File: src/sv/tte_pkg.sv
package tte_pkg;

    localparam int DATA_W     = 32;
    localparam int OFFSET_W   = 11;
    localparam int CFG_IDX_W  = 3;
    localparam int DIV_STAGES = DATA_W;
    // local sum: utc plus signed offset in seconds, two guard bits
    localparam int LOCAL_W    = DATA_W + 2;

    // register indexes on the configuration port
    typedef enum logic [CFG_IDX_W-1:0] {
        REG_TICK_RATE = 3'd0,
        REG_BASE      = 3'd1,
        REG_REF_TICK  = 3'd2,
        REG_OFFSET    = 3'd3,
        REG_SYNCED    = 3'd4
    } reg_idx_t;

    typedef struct packed {
        logic [DATA_W-1:0]   tick_rate_hz;
        logic [DATA_W-1:0]   base_epoch;
        logic [DATA_W-1:0]   reference_tick;
        logic [OFFSET_W-1:0] offset_minutes;
        logic                synced;
    } cfg_t;

endpackage

File: src/sv/tte_regs.sv
module tte_regs (
    input  logic                          clk,
    input  logic                          rst_n,
    input  logic                          cfg_we,
    input  logic [tte_pkg::CFG_IDX_W-1:0] cfg_index,
    input  logic [tte_pkg::DATA_W-1:0]    cfg_wdata,
    output tte_pkg::cfg_t                 cfg
);

    tte_pkg::cfg_t cfg_reg;
    tte_pkg::cfg_t cfg_next;

    always_comb
    begin
        cfg_next = cfg_reg;
        if (cfg_we)
        begin
            case (tte_pkg::reg_idx_t'(cfg_index))
                tte_pkg::REG_TICK_RATE: cfg_next.tick_rate_hz   = cfg_wdata;
                tte_pkg::REG_BASE:      cfg_next.base_epoch     = cfg_wdata;
                tte_pkg::REG_REF_TICK:  cfg_next.reference_tick = cfg_wdata;
                tte_pkg::REG_OFFSET:
                    cfg_next.offset_minutes = cfg_wdata[tte_pkg::OFFSET_W-1:0];
                tte_pkg::REG_SYNCED:    cfg_next.synced         = cfg_wdata[0];
                default:                cfg_next = cfg_reg; // unused index
            endcase
        end
    end

    always_ff @(posedge clk or negedge rst_n)
    begin
        if (!rst_n)
        begin
            cfg_reg <= '0;
        end
        else
        begin
            cfg_reg <= cfg_next;
        end
    end

    assign cfg = cfg_reg;

endmodule

File: src/sv/tte_div.sv
module tte_div (
    input  logic                       clk,
    input  logic                       rst_n,
    input  logic                       in_valid,
    input  logic [tte_pkg::DATA_W-1:0] now_tick,
    input  tte_pkg::cfg_t              cfg,
    output logic                       q_valid,
    output logic [tte_pkg::DATA_W-1:0] quotient
);

    localparam int W = tte_pkg::DATA_W;
    localparam int N = tte_pkg::DIV_STAGES;

    // entry stage: elapsed ticks, wraps
    logic         ent_valid_reg;
    logic [W-1:0] ent_elapsed_reg;

    always_ff @(posedge clk or negedge rst_n)
    begin
        if (!rst_n)
        begin
            ent_valid_reg <= 1'b0;
        end
        else
        begin
            ent_valid_reg <= in_valid;
        end
    end

    always_ff @(posedge clk)
    begin
        ent_elapsed_reg <= now_tick - cfg.reference_tick;
    end

    // restoring divider, one quotient bit per stage
    // nq holds the unused dividend bits, shifting out as quotient bits shift in
    logic         st_valid_reg [1:N];
    logic [W-1:0] st_rem_reg   [1:N];
    logic [W-1:0] st_nq_reg    [1:N];

    genvar k;
    generate
        for (k = 0; k < N; k++)
        begin : g_stage
            logic         v_in;
            logic [W-1:0] rem_in;
            logic [W-1:0] nq_in;
            logic [W:0]   trial;
            logic         ge;
            logic [W:0]   diff;
            logic [W-1:0] rem_next;
            logic [W-1:0] nq_next;

            if (k == 0)
            begin : g_first
                // first stage starts from a zero remainder
                assign v_in   = ent_valid_reg;
                assign rem_in = '0;
                assign nq_in  = ent_elapsed_reg;
            end
            else
            begin : g_next
                assign v_in   = st_valid_reg[k];
                assign rem_in = st_rem_reg[k];
                assign nq_in  = st_nq_reg[k];
            end

            always_comb
            begin
                trial    = {rem_in, nq_in[W-1]};
                ge       = (trial >= {1'b0, cfg.tick_rate_hz});
                diff     = trial - {1'b0, cfg.tick_rate_hz};
                rem_next = ge ? diff[W-1:0] : trial[W-1:0];
                nq_next  = {nq_in[W-2:0], ge};
            end

            always_ff @(posedge clk or negedge rst_n)
            begin
                if (!rst_n)
                begin
                    st_valid_reg[k+1] <= 1'b0;
                end
                else
                begin
                    st_valid_reg[k+1] <= v_in;
                end
            end

            always_ff @(posedge clk)
            begin
                st_rem_reg[k+1] <= rem_next;
                st_nq_reg[k+1]  <= nq_next;
            end
        end
    endgenerate

    assign q_valid  = st_valid_reg[N];
    assign quotient = st_nq_reg[N];

endmodule

File: src/sv/tte_post.sv
module tte_post (
    input  logic                       clk,
    input  logic                       rst_n,
    input  logic                       q_valid,
    input  logic [tte_pkg::DATA_W-1:0] secs,
    input  tte_pkg::cfg_t              cfg,
    output logic                       done,
    output logic                       valid_res,
    output logic [tte_pkg::DATA_W-1:0] utc_seconds,
    output logic [tte_pkg::DATA_W-1:0] local_seconds_out
);

    localparam int W  = tte_pkg::DATA_W;
    localparam int LW = tte_pkg::LOCAL_W;
    localparam int OW = tte_pkg::OFFSET_W;

    // stage 1: utc with saturation
    logic         u_valid_reg;
    logic [W-1:0] u_utc_reg;
    logic [W:0]   u_sum;
    logic [W-1:0] u_utc_next;

    always_comb
    begin
        u_sum      = {1'b0, cfg.base_epoch} + {1'b0, secs};
        u_utc_next = u_sum[W] ? '1 : u_sum[W-1:0];
    end

    always_ff @(posedge clk or negedge rst_n)
    begin
        if (!rst_n)
        begin
            u_valid_reg <= 1'b0;
        end
        else
        begin
            u_valid_reg <= q_valid;
        end
    end

    always_ff @(posedge clk)
    begin
        u_utc_reg <= u_utc_next;
    end

    // stage 2: local time, offset * 60 as (x << 6) - (x << 2)
    logic          ok;
    logic [LW-1:0] off_ext;
    logic [LW-1:0] off_sec;
    logic [LW-1:0] loc_sum;
    logic [W-1:0]  loc_next;

    logic          done_reg;
    logic          valid_reg;
    logic [W-1:0]  utc_reg;
    logic [W-1:0]  local_reg;

    always_comb
    begin
        ok      = cfg.synced && (cfg.tick_rate_hz != '0);
        off_ext = {{(LW-OW){cfg.offset_minutes[OW-1]}}, cfg.offset_minutes};
        off_sec = (off_ext << 6) - (off_ext << 2);
        loc_sum = {2'b00, u_utc_reg} + off_sec;
        if (loc_sum[LW-1])
        begin
            loc_next = '0;          // below zero
        end
        else if (loc_sum[LW-2])
        begin
            loc_next = '1;          // past the top
        end
        else
        begin
            loc_next = loc_sum[W-1:0];
        end
    end

    always_ff @(posedge clk or negedge rst_n)
    begin
        if (!rst_n)
        begin
            done_reg <= 1'b0;
        end
        else
        begin
            done_reg <= u_valid_reg;
        end
    end

    always_ff @(posedge clk)
    begin
        valid_reg <= ok;
        utc_reg   <= ok ? u_utc_reg : '0;
        local_reg <= ok ? loc_next : '0;
    end

    assign done              = done_reg;
    assign valid_res         = valid_reg;
    assign utc_seconds       = utc_reg;
    assign local_seconds_out = local_reg;

endmodule

File: src/sv/tick_to_epoch_time_top.sv
// tick to epoch time converter
// request channel: pulse start with now_tick; busy stays low, so a request
//   is taken at every clock edge where start is high
// result channel: done is high for exactly one cycle with valid_res,
//   utc_seconds and local_seconds_out; the receiver cannot hold results off
// path: from the accepting edge, the elapsed-tick subtract register, the
//   divider stages, then the add register and the clamp register drive done
// throughput: one request per cycle; the divider is a 32-stage restoring
//   pipeline, one quotient bit per stage
// configuration: cfg_we, cfg_index, cfg_wdata write one register per cycle:
//   0 tick rate, 1 base epoch, 2 reference tick, 3 offset minutes,
//   4 synced; other indexes are ignored
// registers are read live by every stage, so write them only while no
//   request is in flight
// reset: rst_n clears all configuration registers to zero and empties the pipeline
// invalid result (not synced or tick rate zero): all result fields zero
module tick_to_epoch_time_top (
    input  logic                          clk,
    input  logic                          rst_n,
    input  logic                          start,
    output logic                          busy,
    input  logic [tte_pkg::DATA_W-1:0]    now_tick,
    output logic                          done,
    output logic                          valid_res,
    output logic [tte_pkg::DATA_W-1:0]    utc_seconds,
    output logic [tte_pkg::DATA_W-1:0]    local_seconds_out,
    input  logic                          cfg_we,
    input  logic [tte_pkg::CFG_IDX_W-1:0] cfg_index,
    input  logic [tte_pkg::DATA_W-1:0]    cfg_wdata
);

    localparam int LATENCY = tte_pkg::DIV_STAGES + 3;

    tte_pkg::cfg_t              cfg;
    logic                       q_valid;
    logic [tte_pkg::DATA_W-1:0] quotient;

    // fully pipelined, never back-pressures a request
    assign busy = 1'b0;

    tte_regs u_regs (
        .clk       (clk),
        .rst_n     (rst_n),
        .cfg_we    (cfg_we),
        .cfg_index (cfg_index),
        .cfg_wdata (cfg_wdata),
        .cfg       (cfg)
    );

    // elapsed ticks and the seconds quotient
    tte_div u_div (
        .clk      (clk),
        .rst_n    (rst_n),
        .in_valid (start && !busy),
        .now_tick (now_tick),
        .cfg      (cfg),
        .q_valid  (q_valid),
        .quotient (quotient)
    );

    // base epoch add, offset and clamps
    tte_post u_post (
        .clk               (clk),
        .rst_n             (rst_n),
        .q_valid           (q_valid),
        .secs              (quotient),
        .cfg               (cfg),
        .done              (done),
        .valid_res         (valid_res),
        .utc_seconds       (utc_seconds),
        .local_seconds_out (local_seconds_out)
    );

`ifndef SYNTHESIS
    // every request comes out after the fixed latency
    a_req_to_done: assert property (@(posedge clk) disable iff (!rst_n)
        start |-> ##LATENCY done)
        else $error("request did not produce a result");

    // no result without a request
    a_done_has_req: assert property (@(posedge clk) disable iff (!rst_n)
        done |-> $past(start, LATENCY))
        else $error("result without a request");

    // invalid results carry zero fields
    a_invalid_zero: assert property (@(posedge clk) disable iff (!rst_n)
        (done && !valid_res) |-> (utc_seconds == '0 && local_seconds_out == '0))
        else $error("invalid result has nonzero fields");

    // utc never falls below the base epoch
    a_utc_floor: assert property (@(posedge clk) disable iff (!rst_n)
        (done && valid_res) |-> (utc_seconds >= cfg.base_epoch))
        else $error("utc below base epoch");
`endif

endmodule

File: config.mk
export PLATFORM = sky130hd
export DESIGN_NAME = tick_to_epoch_time_top
export DESIGN_NICKNAME = d
export VERILOG_FILES = /design/src/sv/tte_pkg.sv /design/src/sv/tte_regs.sv /design/src/sv/tte_div.sv /design/src/sv/tte_post.sv /design/src/sv/tick_to_epoch_time_top.sv
export SDC_FILE = /design/constraint.sdc
export NUM_CORES = 2
export LEC_CHECK = 0
export BUFFER_PORTS_ARGS = -buffer_cell sky130_fd_sc_hd__buf_4
export CELL_PAD_IN_SITES_DETAIL_PLACEMENT = 0
export CELL_PAD_IN_SITES_GLOBAL_PLACEMENT = 2
export CORE_MARGIN = 2
export CORE_UTILIZATION = 46
export CTS_BUF_LIST = sky130_fd_sc_hd__clkbuf_8
export DETAILED_ROUTE_END_ITERATION = 10
export PLACE_DENSITY = 0.95
export SYNTH_ARGS = -nofsm -noshare
export SYNTH_HDL_FRONTEND = slang
export SYNTH_SLANG_ARGS = --single-unit
File: constraint.sdc
create_clock -name clk -period 10.8 [get_ports clk]
set_input_delay 1.08 -clock clk [delete_from_list [all_inputs] [get_ports clk]]
set_output_delay 1.08 -clock clk [all_outputs]
set_load 0.01 [all_outputs]
# Word level (Yosys, flattened, before mapping)
# Memories as Yosys holds them, arrays and structs flattened.
# Cells that the tools add are included.
[word_totals] reg_bits=272 ram_bits=2048 mem_count=2 output_inout_bits=67 latch_bits=0 mem_bits_ro=0 in_bits=71
[classes] div_mod_pow=0 add_sub_neg=36 mul=0 n_lt_le_gt_ge=32 bitwise_logic=1 n_mux=33 shift=0 n_eq_ne=4 reduce_logical=9
[mem_list] name="u_div.st_nq_reg" words=32 width=32 rd=32 rd_clocked_by_memory_dff=0 wr=32 line="tte_div.sv:39" text="logic [W-1:0] st_nq_reg [1:N];"
[mem_list] name="u_div.st_rem_reg" words=32 width=32 rd=31 rd_clocked_by_memory_dff=0 wr=32 line="tte_div.sv:38" text="logic [W-1:0] st_rem_reg [1:N];"
[op_table] operator="two-way mux 32 bit" count=33
[op_table] operator="subtractor 32 bit" count=32
[op_table] operator=">= comparator 33 x 32 -> 1 bit" count=31
[op_table] operator="adder 32 x 34 -> 34 bit" count=1
[op_table] operator="adder 32 x 32 -> 33 bit" count=1
[op_table] operator=">= comparator 1 x 32 -> 1 bit" count=1
[op_table] operator="nonzero test 32 bit" count=1
[op_table] operator="subtractor 1 x 32 -> 32 bit" count=1
[op_table] operator="subtractor 17 x 13 -> 18 bit" count=1
[op_table] operator="AND reduction 2 bit" count=5
[op_table] operator="equality test 3 x 2 -> 1 bit (second input constant)" count=2
[op_table] operator="equality test 3 x 1 -> 1 bit (second input constant)" count=1
[op_table] operator="equality test 3 bit (second input constant)" count=1
[op_table] operator="logical NOT 3 bit" count=1
[op_table] operator="OR reduction 2 bit" count=1
[op_table] operator="logical AND 1 bit" count=1
[op_table] operator="inverter 1 bit" count=1

# Depth between registers and ports, before layout
[logic_depth] word_depth=4 ltp_mapped=23 mapped_depth_nobuf=22

# By module
# From an unflattened synthesis, not the netlist that was laid out.
[hier_totals] hier_cells=11762 hier_area_um2=113685.3
[by_module_without_submodules] module="tte_div" area_each_um2=102888.7 seq_area_each_um2=41825.1 cells_per_inst=10763 instances=1
[by_module_without_submodules] module="tte_post" area_each_um2=6685.2 seq_area_each_um2=1991.9 cells_per_inst=764 instances=1
[by_module_without_submodules] module="tte_regs" area_each_um2=4100.2 seq_area_each_um2=2702.6 cells_per_inst=233 instances=1
[by_module_without_submodules] module="tick_to_epoch_time_top" area_each_um2=11.3 seq_area_each_um2=0.0 cells_per_inst=2 instances=1

# Worst setup path before layout
# No wires, ideal clock.
[synth_timing] path_type="register -> register" start="reg u_regs.cfg_reg (netlist bit u_regs.cfg[77])" end="reg, netlist name u_div.st_rem_reg[0][740]" period_less_slack_ns=5.946 stages_incl_launch_ff=15 n_path_buf=2 arrival_time_ns=5.825 path_slack_ns=4.854 t_required_ns=10.679 path_cell_list="dfrtp_1 > clkinv_1 > clkbuf_1 > ha_1 > nor2b_4 > o31a_1 > o21a_1 > a41oi_2 > o21ai_2 > a21oi_4 > o21ai_2 > o2111a_1 > a2111oi_4 > buf_6 > mux2_4"
[synth_lines] element="from (decl)" line="tte_regs.sv:10" text="tte_pkg::cfg_t cfg_reg;"
[synth_lines] element="from (signal assigned)" line="tte_regs.sv:38" text="cfg_reg <= cfg_next;"

==> metrics.md <==
| Metric | Value |
|---|---|
| Placed insts | `15275` |
| Reg2reg start | `u_regs.cfg[77]$_DFFE_PN0P_` |
| Mapped Avg Cell Area | `9.44 µm²` |
| Via count | `~90000` |
| Cell row count | `between 150 and 200` |
| Final hold violations | `0` |
| Die area | `around 250000 µm²` |
| Critical path's slowest cell | `dfrtp_4` |
| Vias per inst | `5.64` |
| Per-cell routed wire length | `20.4 µm` |
| Area after DPL | `between 100000 and 150000 µm²` |
| PortBufs | `136` |
| Max incr delay on CP | `0.76 ns` |
| Most frequent cells in the layout | `dfxtp_1, a21oi_1, ha_1, nand2_1, o21ai_0` |
| Synth area leaders | `dfxtp_1, ha_1, a21oi_1` |
| Worst setup path startpoint | `u_regs.cfg[77]$_DFFE_PN0P_` |
| Die Wd | `502 µm` |
| Initial antenna violation count | `27` |
| Outcome | `finished clean` |
| Total GRT Usage | `0.250` |
| Cell area after layout | `127000 µm²` |
| Area of the multi-input gates | `roughly 65000 µm²` |
| Yosys reg bits | `2288` |
| Measured slew at the worst slew-check pin | `between 1 and 1.5 ns` |
| Setup WS post-layout | `around 5.2 ns` |
| Max-slew headroom | `0.146` |
| Yosys cell types | `109` |
| Synthesized area | `114000 µm²` |
| Area taken by flip-flops and latches | `~47000 µm²` |
| CP Class | `register to register` |
| Max frequency | `177 MHz` |
| CTS Buf Count | `381` |
| Slew Limit Fails | `0` |
| Crit-path max FO | `28` |
| CP required | `11.69 ns` |
| First-pass GRT wire length | `498000 µm` |
| Most frequent cell on the critical path | `buf_4` |
| DRC | `0` |
| Hold path start | `start` |
| Setup WS pre-CTS | `5.11 ns` |
| Non-filler cells, final | `15948` |
| H-tree depth | `5` |
| Clock skew | `0.105 ns` |
| # fillers | `22649` |
| IO Count | `138` |
| Largest net degree at the start of global routing | `82` |
| Initial DRC Count | `around 6000` |
| Initial core utilization | `0.463` |
| Synthesized netlist cell count | `between 10000 and 15000` |
| CTS tree | `built` |
| Async SR Flop Fraction | `0.0625` |
| Area delta synth->final | `11.1%` |
| Clock Root Buffer | `clkbuf_8` |
| Top cell type's share of synthesized area | `0.376` |
| Crit path DAT | `~6.5 ns` |
| CP Capture Type | `register` |
| R2R Setup Slk | `5.16 ns` |
| Worst-path clk slew | `0.06 ns` |
| Critical path cell sequence | `clkinv_2 > buf_4 > ha_1 > nand2_1 > o21ai_1 > a211oi_2 > o31ai_1 > a31o_2 > a311o_1 > a21o_1 > a31oi_4 > o211ai_4 > buf_4 > mux2_4` |
| Dpl hpwl | `238000 µm` |
| DIE HEIGHT | `502 µm` |
| Routed Antenna Nets | `0` |
| Syn Nets | `roughly 13000` |
| CTS Sinks | `2288` |
| Max-Cap Viols | `0` |
| Setup TNS Final | `0 ns` |
| Area leader, netlist | `dfxtp_1` |
| Tcrit/Tclk final | `0.522` |
| Worst-Skew Late Latency | `1.08 ns` |
| Syn. warnings | `0` |
| Hold crit path type | `input pin to register` |
| DR pass1 iterations | `6` |
| Hold slack final | `0.116 ns` |
| Fin nets | `13551` |
| DRT Wirelength | `around 330000 µm` |
| Final min period | `5.64 ns` |
| Final RePlAce weighted congestion | `roughly 0.9` |
| PwrDens | `345 nW/µm²` |
| Endpoints failing setup | `0` |
| EDFF count, synth | `0` |
| Largest register FFs | `just over 1000` |
| Startpoint type of the worst setup path | `register` |
| Sequential fraction of the synthesis area | `0.407` |
| Leak Pwr | `56.9 nW` |
| RSZ-0062 raised after global routing | `no` |
| Share of layout cells above drive strength 1 | `0.112` |
| Core Box Area | `246000 µm²` |
| Commonest non-fill, non-tap cell in the layout | `dfxtp_1` |
| Max IR drop VDD | `0.000145 V` |
| GR Overflow Total | `0` |
| Top_reg_cell synth | `dfxtp_1` |
| Number of global-route vias before repair | `87803` |
| Clk buf depth | `4` |
[through the flow]
stage          power, mW  utilization
2_1_floorplan       30.0            -
3_3_place_gp        35.2        0.482
3_5_place_dp        35.6        0.482
4_1_cts             43.9        0.515
5_1_grt             47.1        0.515
6_report            43.8        0.515
[repair_timing]
action	in CTS	in global routing
hold buffers	1	0
hold endpoints to repair	49	0
resized for setup	0	0
setup buffers	0	0
[area by class of cell]
class | count | share of cell area
clock inverter | 184 | 0.0119
clock buffer | 471 | 0.0511
timing repair buffer | 219 | 0.0131
multi-input combinational | 9078 | 0.513
antenna | 17 | 0.000335
inverter | 379 | 0.0112
tap | 3312 | 0.0327
sequential | 2288 | 0.367
[critical path, delay by kind of cell (launching register included)]
family / cells / cell delay, ns
compound gates: 8 / 2.16
fa+ha+maj: 1 / 0.39
buf+inv: 3 / 1.72
flops: 1 / 0.76
mux: 1 / 0.34
simple gates: 1 / 0.06
[cell usage after synthesis, types with 18 or more instances]
master        n
dfxtp_1    2145
a21oi_1    1118
ha_1       1100
nand2_1     947
o21ai_0     843
nor2_1      712
a21o_1      566
xnor2_1     540
mux2_2      400
inv_1       375
xor2_1      368
clkbuf_1    274
nand3_1     225
nand4_1     164
nor3_1      160
o21a_1      156
nor2b_1     150
dfrtp_1     143
nand2b_1    131
a31oi_1     124
o21bai_1    114
a211oi_1     96
and3_1       84
and2_1       79
o31ai_1      78
o211ai_1     70
or3_1        56
mux2_4       53
buf_2        52
or2_2        51
mux2i_1      44
nor4_1       43
a311oi_1     38
and4_1       35
a21boi_0     34
fa_1         33
o31a_1       33
a211o_1      32
a31o_2       27
a2111oi_0    25
o21ai_1      24
nor3b_1      22
o2111ai_1    20
a221oi_1     19
a41oi_1      18
[cell families (layout without fill, tap and decap cells)]
kind of cell | count (synthesis) | count (layout) | share of synthesized area
other | 1 | 18 | 0.0000328
buffers and inverters | 723 | 1253 | 0.0251
flip-flops | 2288 | 2288 | 0.407
AND/OR/NAND/NOR | 2916 | 2916 | 0.121
AO/OA/AOI/OAI | 3622 | 3622 | 0.200
multiplexers | 498 | 498 | 0.0504
XOR/XNOR | 908 | 908 | 0.0697
adder cells (fa/ha/maj) | 1133 | 1133 | 0.126
[final timing paths]
path                                               endpoint  cells past startpoint
max reg2reg                 u_div.st_rem_reg[0][69]$_DFF_P_                     14
min                           u_div.ent_valid_reg$_DFF_PN0_                      1
max in group asynchronous        u_regs.cfg[77]$_DFFE_PN0P_                      3
min reg2reg                  u_div.st_nq_reg[4][34]$_DFF_P_                      0
max                         u_div.st_rem_reg[0][69]$_DFF_P_                     14
min in group asynchronous  u_div.g_stage[21].v_in$_DFF_PN0_                      2
[metal layers]
| layer | vias up | wire [µm] | global-route usage |
|---|---|---|---|
| li1 | 44239 | - | - |
| met3 | 708 | 15100 | 0.0337 |
| met2 | 2323 | 159000 | 0.437 |
| met1 | 42651 | 137000 | 0.306 |
| met5 | - | 23 | 0 |
| met4 | 4 | 14600 | 0.109 |
[report_power, final]
| part | internal (mW) | switching [mW] |
|---|---|---|
| registers | 11.4 | 1.61 |
| logic | 9.92 | 12.8 |
| clock network | 4.54 | 3.47 |
No activity file was read; power rests on OpenSTA's default activity.
